`src/rte_pkg.sv`:
```
`default_nettype none

package rte_pkg;

  localparam int KNOTS     = 13;
  localparam int FRAC_BITS = 8;
  localparam int RANGE_W   = 18;
  localparam int ENERGY_W  = 20;
  localparam int X_W       = RANGE_W + 16 - FRAC_BITS;
  localparam int KSEG_W    = $clog2(KNOTS - 1);
  localparam int MID_DEPTH = 8;
  localparam int OUT_DEPTH = 32;

  localparam longint LIM = 64'sd1 <<< 60;

  typedef longint coef_arr_t [KNOTS];

  typedef enum logic [2:0] {
    COEF_XQ,
    COEF_Y,
    COEF_B,
    COEF_C,
    COEF_D
  } coef_sel_t;

  typedef struct packed {
    logic [KSEG_W-1:0] k;
    logic [X_W-1:0]    tmag;
    logic              tneg;
    logic              oot;
  } rte_item_t;

  typedef struct packed {
    logic [ENERGY_W-1:0] energy;
    logic                oot;
    logic                sat;
  } rte_result_t;

  localparam coef_arr_t KNOT_UM = '{
    70437, 127937, 237894, 472636, 757880, 2209170, 3044410,
    4822350, 7614610, 12356700, 17084500, 35343800, 44147600};
  localparam coef_arr_t KNOT_MEV = '{
    10, 14, 20, 30, 40, 80, 100, 140, 200, 300, 400, 800, 1000};

  function automatic longint mulq(longint a, longint b, int sh);
    logic [63:0]  ua;
    logic [63:0]  ub;
    logic [127:0] p;
    logic         neg;
    ua  = (a < 0) ? 64'(64'd0 - 64'(a)) : 64'(a);
    ub  = (b < 0) ? 64'(64'd0 - 64'(b)) : 64'(b);
    neg = (a < 0) != (b < 0);
    p   = {64'd0, ua} * {64'd0, ub};
    if (p[127:64] != 64'd0) begin
      p = 128'(LIM);
    end else begin
      p = p >> sh;
      if (p > 128'(LIM)) begin
        p = 128'(LIM);
      end
    end
    return neg ? -longint'(p[63:0]) : longint'(p[63:0]);
  endfunction

  function automatic longint adds(longint a, longint b);
    longint s;
    s = a + b;
    if (s > LIM) s = LIM;
    if (s < -LIM) s = -LIM;
    return s;
  endfunction

  // Evaluated at elaboration only; the spline coefficients become constant tables.
  function automatic coef_arr_t spline_coef(coef_sel_t sel);
    longint Xq [KNOTS];
    longint Sl [KNOTS];
    longint Cp [KNOTS];
    longint Dp [KNOTS];
    longint M2 [KNOTS];
    coef_arr_t Cy;
    coef_arr_t Cb;
    coef_arr_t Cc;
    coef_arr_t Cd;
    coef_arr_t res;
    longint A;
    longint C;
    longint Den;
    longint R;
    longint H;
    longint Six_h;
    for (int i = 0; i < KNOTS; i++) begin
      Xq[i] = (KNOT_UM[i] * 65536 + 50000) / 100000;
      Cy[i] = KNOT_MEV[i] * (64'sd1 <<< 32);
      Sl[i] = 0;
      Cp[i] = 0;
      Dp[i] = 0;
      M2[i] = 0;
      Cb[i] = 0;
      Cc[i] = 0;
      Cd[i] = 0;
    end
    for (int i = 0; i + 1 < KNOTS; i++) begin
      H = Xq[i+1] - Xq[i];
      if (H < 1) H = 1;
      Sl[i] = ((KNOT_MEV[i+1] - KNOT_MEV[i]) * (64'sd1 <<< 48)) / H;
    end
    for (int i = 1; i + 1 < KNOTS; i++) begin
      A = Xq[i] - Xq[i-1];
      if (A < 1) A = 1;
      C = Xq[i+1] - Xq[i];
      if (C < 1) C = 1;
      Den = 2 * (A + C) - mulq(A, Cp[i-1], 30);
      R = 6 * (Sl[i] - Sl[i-1]);
      if (Den < 1) Den = 1;
      Cp[i] = (C * (64'sd1 <<< 30)) / Den;
      Dp[i] = (adds(R, -mulq(A, Dp[i-1], 16)) * 65536) / Den;
    end
    for (int i = KNOTS - 2; i >= 1; i--) begin
      M2[i] = adds(Dp[i], -mulq(Cp[i], M2[i+1], 30));
    end
    for (int i = 0; i + 1 < KNOTS; i++) begin
      H = Xq[i+1] - Xq[i];
      if (H < 1) H = 1;
      Six_h = 6 * H;
      Cb[i] = adds(Sl[i], -(mulq(H, 2 * M2[i] + M2[i+1], 16) / 6));
      Cc[i] = M2[i] / 2;
      Cd[i] = ((M2[i+1] - M2[i]) * 65536) / Six_h;
    end
    case (sel)
      COEF_XQ: res = Xq;
      COEF_Y:  res = Cy;
      COEF_B:  res = Cb;
      COEF_C:  res = Cc;
      COEF_D:  res = Cd;
      default: res = Xq;
    endcase
    return res;
  endfunction

  localparam coef_arr_t XQ_TAB = spline_coef(COEF_XQ);
  localparam coef_arr_t CY_TAB = spline_coef(COEF_Y);
  localparam coef_arr_t CB_TAB = spline_coef(COEF_B);
  localparam coef_arr_t CC_TAB = spline_coef(COEF_C);
  localparam coef_arr_t CD_TAB = spline_coef(COEF_D);

endpackage

`default_nettype wire

```
`src/rte_queue.sv`:
```
`default_nettype none

module rte_queue import rte_pkg::*; (
  input  wire logic      clk,
  input  wire logic      rst,
  input  wire logic      push,
  input  wire rte_item_t push_item,
  input  wire logic      pop,
  output logic           empty,
  output rte_item_t      head
);

  localparam int PTR_W = $clog2(MID_DEPTH);
  localparam int CNT_W = $clog2(MID_DEPTH + 1);

  rte_item_t        mem [MID_DEPTH];
  logic [PTR_W-1:0] wr_ptr;
  logic [PTR_W-1:0] rd_ptr;
  logic [CNT_W-1:0] count;
  logic             do_pop;

  assign empty  = (count == '0);
  assign head   = mem[rd_ptr];
  assign do_pop = pop && !empty;

  always_ff @(posedge clk) begin
    if (push) begin
      mem[wr_ptr] <= push_item;
    end
  end

  always_ff @(posedge clk) begin
    if (rst) begin
      wr_ptr <= '0;
      rd_ptr <= '0;
      count  <= '0;
    end else begin
      if (push) begin
        wr_ptr <= wr_ptr + PTR_W'(1);
      end
      if (do_pop) begin
        rd_ptr <= rd_ptr + PTR_W'(1);
      end
      if (push && !do_pop) begin
        count <= count + CNT_W'(1);
      end else if (!push && do_pop) begin
        count <= count - CNT_W'(1);
      end
    end
  end

`ifndef SYNTHESIS
  a_no_underflow: assert property (@(posedge clk) disable iff (rst)
    pop |-> !empty)
    else $error("pop from empty queue");
  a_no_overflow: assert property (@(posedge clk) disable iff (rst)
    (push && count == CNT_W'(MID_DEPTH)) |-> do_pop)
    else $error("push into full queue");
`endif

endmodule

`default_nettype wire

```
`config.mk`:
```
export PLATFORM = sky130hd
export DESIGN_NAME = rte_queue
export DESIGN_NICKNAME = d
export VERILOG_FILES = /design/src/rte_pkg.sv /design/src/rte_queue.sv
export SDC_FILE = /design/constraint.sdc
export NUM_CORES = 1
export LEC_CHECK = 0
export CORE_ASPECT_RATIO = 1.2
export CORE_MARGIN = 8
export CORE_UTILIZATION = 55
export DETAILED_ROUTE_END_ITERATION = 7
export DONT_BUFFER_PORTS = 1
export PLACE_DENSITY = 0.7
export SYNTH_ARGS = -nofsm -noshare
export SYNTH_HDL_FRONTEND = slang
export SYNTH_SLANG_ARGS = --single-unit
export TNS_END_PERCENT = 100
```
`constraint.sdc`:
```
create_clock -name clk -period 5.4 [get_ports clk]
set_input_delay 0.54 -clock clk [delete_from_list [all_inputs] [get_ports clk]]
set_output_delay 0.54 -clock clk [all_outputs]
set_load 0.01 [all_outputs]
```
Yosys cells after proc, flatten, opt, wreduce, memory -nomap -nowiden
Memories as Yosys holds them, arrays and structs flattened. A register that Yosys moved wholly into a read port is not among the register bits. Cells that the tools add are included.

Register bits: 10. RAM bits: 256. Input bits: 36. Output and inout port bits: 33. Word-level logic and storage cells: 22. Memories: 1.

Add/sub/neg operators: 4. Muxes and demuxes: 6. Reductions and logical operators: 8.

Memory list: mem (words 8, width 32, rd ports 1, clocked after memory_dff 1, wr ports 1, RTL line rte_queue.sv:16) `rte_item_t mem [MID_DEPTH];`.

Operators with widths (number): $mux 4 (2); $add 3x1->3 const B (2); $mux 3 (2); $add 4x1->4 const B (1); $logic_not 4->1 (1); $sub 4x1->4 const B (1); $logic_and 1x1->1 (3); $logic_not 1->1 (3); $mux 1 (2); $reduce_bool 2->1 (1).

Logic depth before layout (Yosys ltp)
Depth after elaboration: 6. Depth in mapped cells: 8. Mapped depth without buffers: 8.

Least setup slack after synthesis
Ideal clock, no wire load.

Path kind: input -> register. Start point: input port push. End point: memory mem[0][0] (netlist name), enable pin. Setup time: 461 ps. Data arrival time: 2841 ps. Path slack: 2098 ps. Stages on the path: 2. Buffers on the path: 0. Path through: nand2b_1 > nor3_1.

Word-level cells in the longest chain between the ends: 2.

Ends and longest elaborated chain: from (decl) (RTL line rte_queue.sv:6) `input wire logic push,`; $mux 1 (RTL line rte_queue.sv:27) `if (push) begin`; $mux 1 (implied by the code) (RTL line rte_queue.sv:28) `mem[wr_ptr] <= push_item;`; to (decl) (RTL line rte_queue.sv:16).

Every way passes these cells.

==> run_summary.xml <==
<?xml version="1.0" encoding="UTF-8"?>
<metrics>
  <group name="outcome">
    <metric name="status" unit="">completed</metric>
  </group>
  <group name="synthesis">
    <metric name="post_synth_inst_count" unit="">439</metric>
    <metric name="ys_warn_count" unit="">0</metric>
    <metric name="synth_largest_type_area_fraction" unit="">0.7398</metric>
    <metric name="seq_area_frac_synth" unit="">0.7648</metric>
    <metric name="synth.lib_cells_used.distinct" unit="">26</metric>
    <metric name="synth_top_cells_by_area" unit="">edfxtp_1 (74%), mux4_1 (10%), mux4_2 (5.2%)</metric>
    <metric name="syn-mean-instance-area" unit="um2">23.67</metric>
    <metric name="ys_seq_elements" unit="">269</metric>
    <metric name="synth_top_area_cell" unit="">edfxtp_1</metric>
    <metric name="postSynthNetCount" unit="">481</metric>
    <metric name="synth_area" unit="um2">10390</metric>
  </group>
  <group name="cells_and_area">
    <metric name="final_non_filler_cell_total" unit="">729</metric>
    <metric name="multi_input_comb_area" unit="um2">2356</metric>
    <metric name="fillerInstances" unit="">1325</metric>
    <metric name="finish.utilization" unit="">0.6135</metric>
    <metric name="diodes" unit="">0</metric>
    <metric name="layout-drive-gt1-share" unit="">0.2410</metric>
    <metric name="regArea" unit="um2">7954</metric>
    <metric name="final_net_count" unit="">499</metric>
    <metric name="area_growth" unit="%">10.51</metric>
  </group>
  <group name="drt">
    <metric name="drtAntennaViolNets" unit="">0</metric>
    <metric name="dr.first_iter.drc_count" unit="">377</metric>
    <metric name="route.detailed.wl_per_inst" unit="um">24.89</metric>
    <metric name="viasPerCell" unit="">5.985</metric>
    <metric name="total_vias_in_the_final_route" unit="">4363</metric>
    <metric name="count_of_unresolved_drc_violations_after_routing" unit="">0</metric>
    <metric name="detailedRoute.firstPassIterationCount" unit="">4</metric>
    <metric name="drt-total-wl" unit="um">18140</metric>
  </group>
  <group name="clock_network">
    <metric name="post_cts_resize_count" unit="">0</metric>
    <metric name="clkSinkCount" unit="">269</metric>
    <metric name="root_buffer_master" unit="">clkbuf_16</metric>
    <metric name="holdBufCountCts" unit="">0</metric>
    <metric name="clock_tree_from_tritoncts" unit="">yes</metric>
    <metric name="cts.repair_timing.setup_buffer_count" unit="">0</metric>
    <metric name="cts-buffers-inserted" unit="">25</metric>
    <metric name="clock_tree.htree_level_count" unit="">1</metric>
    <metric name="cts_buffer_depth" unit="">3</metric>
    <metric name="clk_pin_slew" unit="ps">60</metric>
    <metric name="clk_latency" unit="ps">510</metric>
  </group>
  <group name="critical_path">
    <metric name="crit_fanout" unit="">37</metric>
    <metric name="crit_chain" unit="">buf_4 -&gt; mux4_1 -&gt; mux2_2</metric>
    <metric name="path_delay_family" unit="">multiplexers</metric>
    <metric name="cp_slowest_stage_delay" unit="ps">780</metric>
    <metric name="worstPathArrival" unit="ps">2830</metric>
    <metric name="timing.critical_path.required" unit="ps">4860</metric>
    <metric name="critical_path_class" unit="">register to primary output</metric>
    <metric name="timing.critical_path.buf_inv" unit="">1</metric>
    <metric name="cp_slowest_cell" unit="">dfxtp_4</metric>
    <metric name="critical_path.endpoint_type" unit="">primary output</metric>
    <metric name="crit_path_start_kind" unit="">register</metric>
  </group>
  <group name="sta">
    <metric name="final_worst_path_period_share" unit="">0.6235</metric>
    <metric name="setup_repair_after_global_routing_missed_its_margin" unit="">false</metric>
    <metric name="tightest_slew" unit="ps">1046</metric>
    <metric name="finalClockSkew" unit="ps">7.380</metric>
    <metric name="finalHoldViolCount" unit="">0</metric>
    <metric name="maxSlewViolCount" unit="">0</metric>
    <metric name="fmax" unit="GHz">0.2970</metric>
    <metric name="max_slew_margin" unit="">0.3025</metric>
    <metric name="setup_viol" unit="">0</metric>
    <metric name="fin_crit" unit="ps">3367</metric>
    <metric name="accumulated_negative_setup_slack" unit="ps">0</metric>
  </group>
  <group name="floorplanning">
    <metric name="io_pins" unit="">69</metric>
    <metric name="die-height" unit="um">166.6</metric>
    <metric name="die_x" unit="um">141.5</metric>
    <metric name="placeableCoreArea" unit="um2">18720</metric>
    <metric name="die_area" unit="um2">23570</metric>
    <metric name="initial_utilization" unit="">0.5551</metric>
    <metric name="core.rowCount" unit="">55</metric>
  </group>
  <group name="global_route">
    <metric name="vias_in_the_first_global_route" unit="">4636</metric>
    <metric name="gr-total-overflow" unit="">0</metric>
    <metric name="wire_length_of_the_first_global_routing_pass" unit="um">27260</metric>
    <metric name="grt_usage" unit="">0.1541</metric>
    <metric name="number_of_antenna_violations_at_the_first_check_in_global_routing" unit="">0</metric>
    <metric name="grt_start_max_net_pins" unit="">38</metric>
  </group>
  <group name="pwr">
    <metric name="power.ir.vdd_worst" unit="V">0.0002752</metric>
    <metric name="report.power.total" unit="W">0.004928</metric>
    <metric name="p_leak" unit="nW">3.618</metric>
    <metric name="power.density" unit="nW/um2">429.1</metric>
  </group>
  <group name="place">
    <metric name="globalplace.congestion" unit="">0.6850</metric>
    <metric name="hpwlAfterDp" unit="um">10290</metric>
    <metric name="buffer_ports.inserted" unit="">0</metric>
    <metric name="placed_cells" unit="">686</metric>
  </group>
  <group name="worst_hold_path">
    <metric name="holdCritPathClass" unit="">primary input to register</metric>
  </group>
  <group name="job">
    <metric name="maxCapViolCount" unit="">0</metric>
  </group>
</metrics>
==> final cells by class <==
cell class	count	area share
Clock buffer	31	0.05644
Tap cell	256	0.02789
Multi-Input combinational cell	148	0.2052
Timing Repair Buffer	11	0.007191
Inverter	2	0.0006537
Sequential cell	269	0.6926
Clock inverter	12	0.01002
==> through the flow <==
stage | setup WS, ps | hold WS (ps) | instance area (um2)
2_1_floorplan | 2098 | 490.2 | 10390
3_3_place_gp | 2520 | 500.3 | 10720
3_5_place_dp | 2487 | 503.9 | 10720
4_1_cts | 1943 | 81.46 | 11480
5_1_grt | 1870 | 80.92 | 11480
6_report | 2033 | 93.65 | 11480
==> where the power goes <==
| part | switching (W) | leakage [nW] | internal (W) |
|---|---|---|---|
| registers | 0.000124 | 2.43 | 0.00236 |
| logic | 0.000343 | 0.810 | 0.000447 |
| clock network | 0.000701 | 0.374 | 0.000947 |
==> sequential cells by signal, summed over array words and instances (netlist names), named ones only <==
register,flops
mem,256
count,4
rd_ptr,3
wr_ptr,3
==> final timing paths <==
check / start / endpoint / slack (ps) / depth (start not counted)
hold / removal: rst / register / 90 / 1
setup / recovery: register / head[0] / 2030 / 3
setup reg to reg: count[1]$_SDFFE_PP0P_ / count[3]$_SDFFE_PP0P_ / 2820 / 8
hold reg to reg: rd_ptr[2]$_SDFFE_PP0P_ / register / 510 / 2
==> layout by cell type, fill, tap and decap left out, types with 3 or more instances in the layout <==
cell       instances
edfxtp_1         256
mux4_1            40
mux2_2            33
clkbuf_16         25
mux4_2            24
nor2_1            14
buf_4             11
dfxtp_1           10
nor2_4             6
clkbuf_1           6
ha_1               5
clkinv_2           5
nand2_1            3
nand2b_1           3
xor2_1             3
mux2i_1            3
xnor2_1            3
clkinv_1           3
==> per-layer routing <==
layer | track usage | wire, um | vias up | share of wire
li1 | - | - | 1906 | -
met5 | 0 | 0 | - | 0
met2 | 0.2671 | 9358 | 109 | 0.52
met1 | 0.1828 | 7158 | 2325 | 0.39
met4 | 0.04492 | 244 | 0 | 0.013
met3 | 0.04548 | 1382 | 23 | 0.076
==> cells in the mapped netlist <==
library cell and instances:
a21oi_1 2, mux4_1 40, mux2_2 33, mux4_2 24, ha_1 5, xor2_1 3
xnor2_1 3, inv_1 2, fa_1 1, buf_1 3, nor3_1 2, nand2_1 3
buf_2 6, a31oi_1 1, nand3_1 1, nor2_1 20, nand2b_1 3, dfxtp_1 13
nor4_1 1, edfxtp_1 256, mux2i_1 3, buf_6 7, nor2b_1 1, a211oi_1 1
clkbuf_1 4, o41ai_2 1
==> cell families (layout without fill, tap and decap cells) <==
group,Yosys count,count (layout),share of synthesized area
compound gates,5,5,0.003854
flops,269,269,0.7648
mux,100,100,0.1918
xor+xnor,6,6,0.005058
fa+ha+maj,6,6,0.007947
buf+inv,22,56,0.01373
simple gates,31,31,0.01276
No activity file was read; power rests on OpenSTA's default activity.
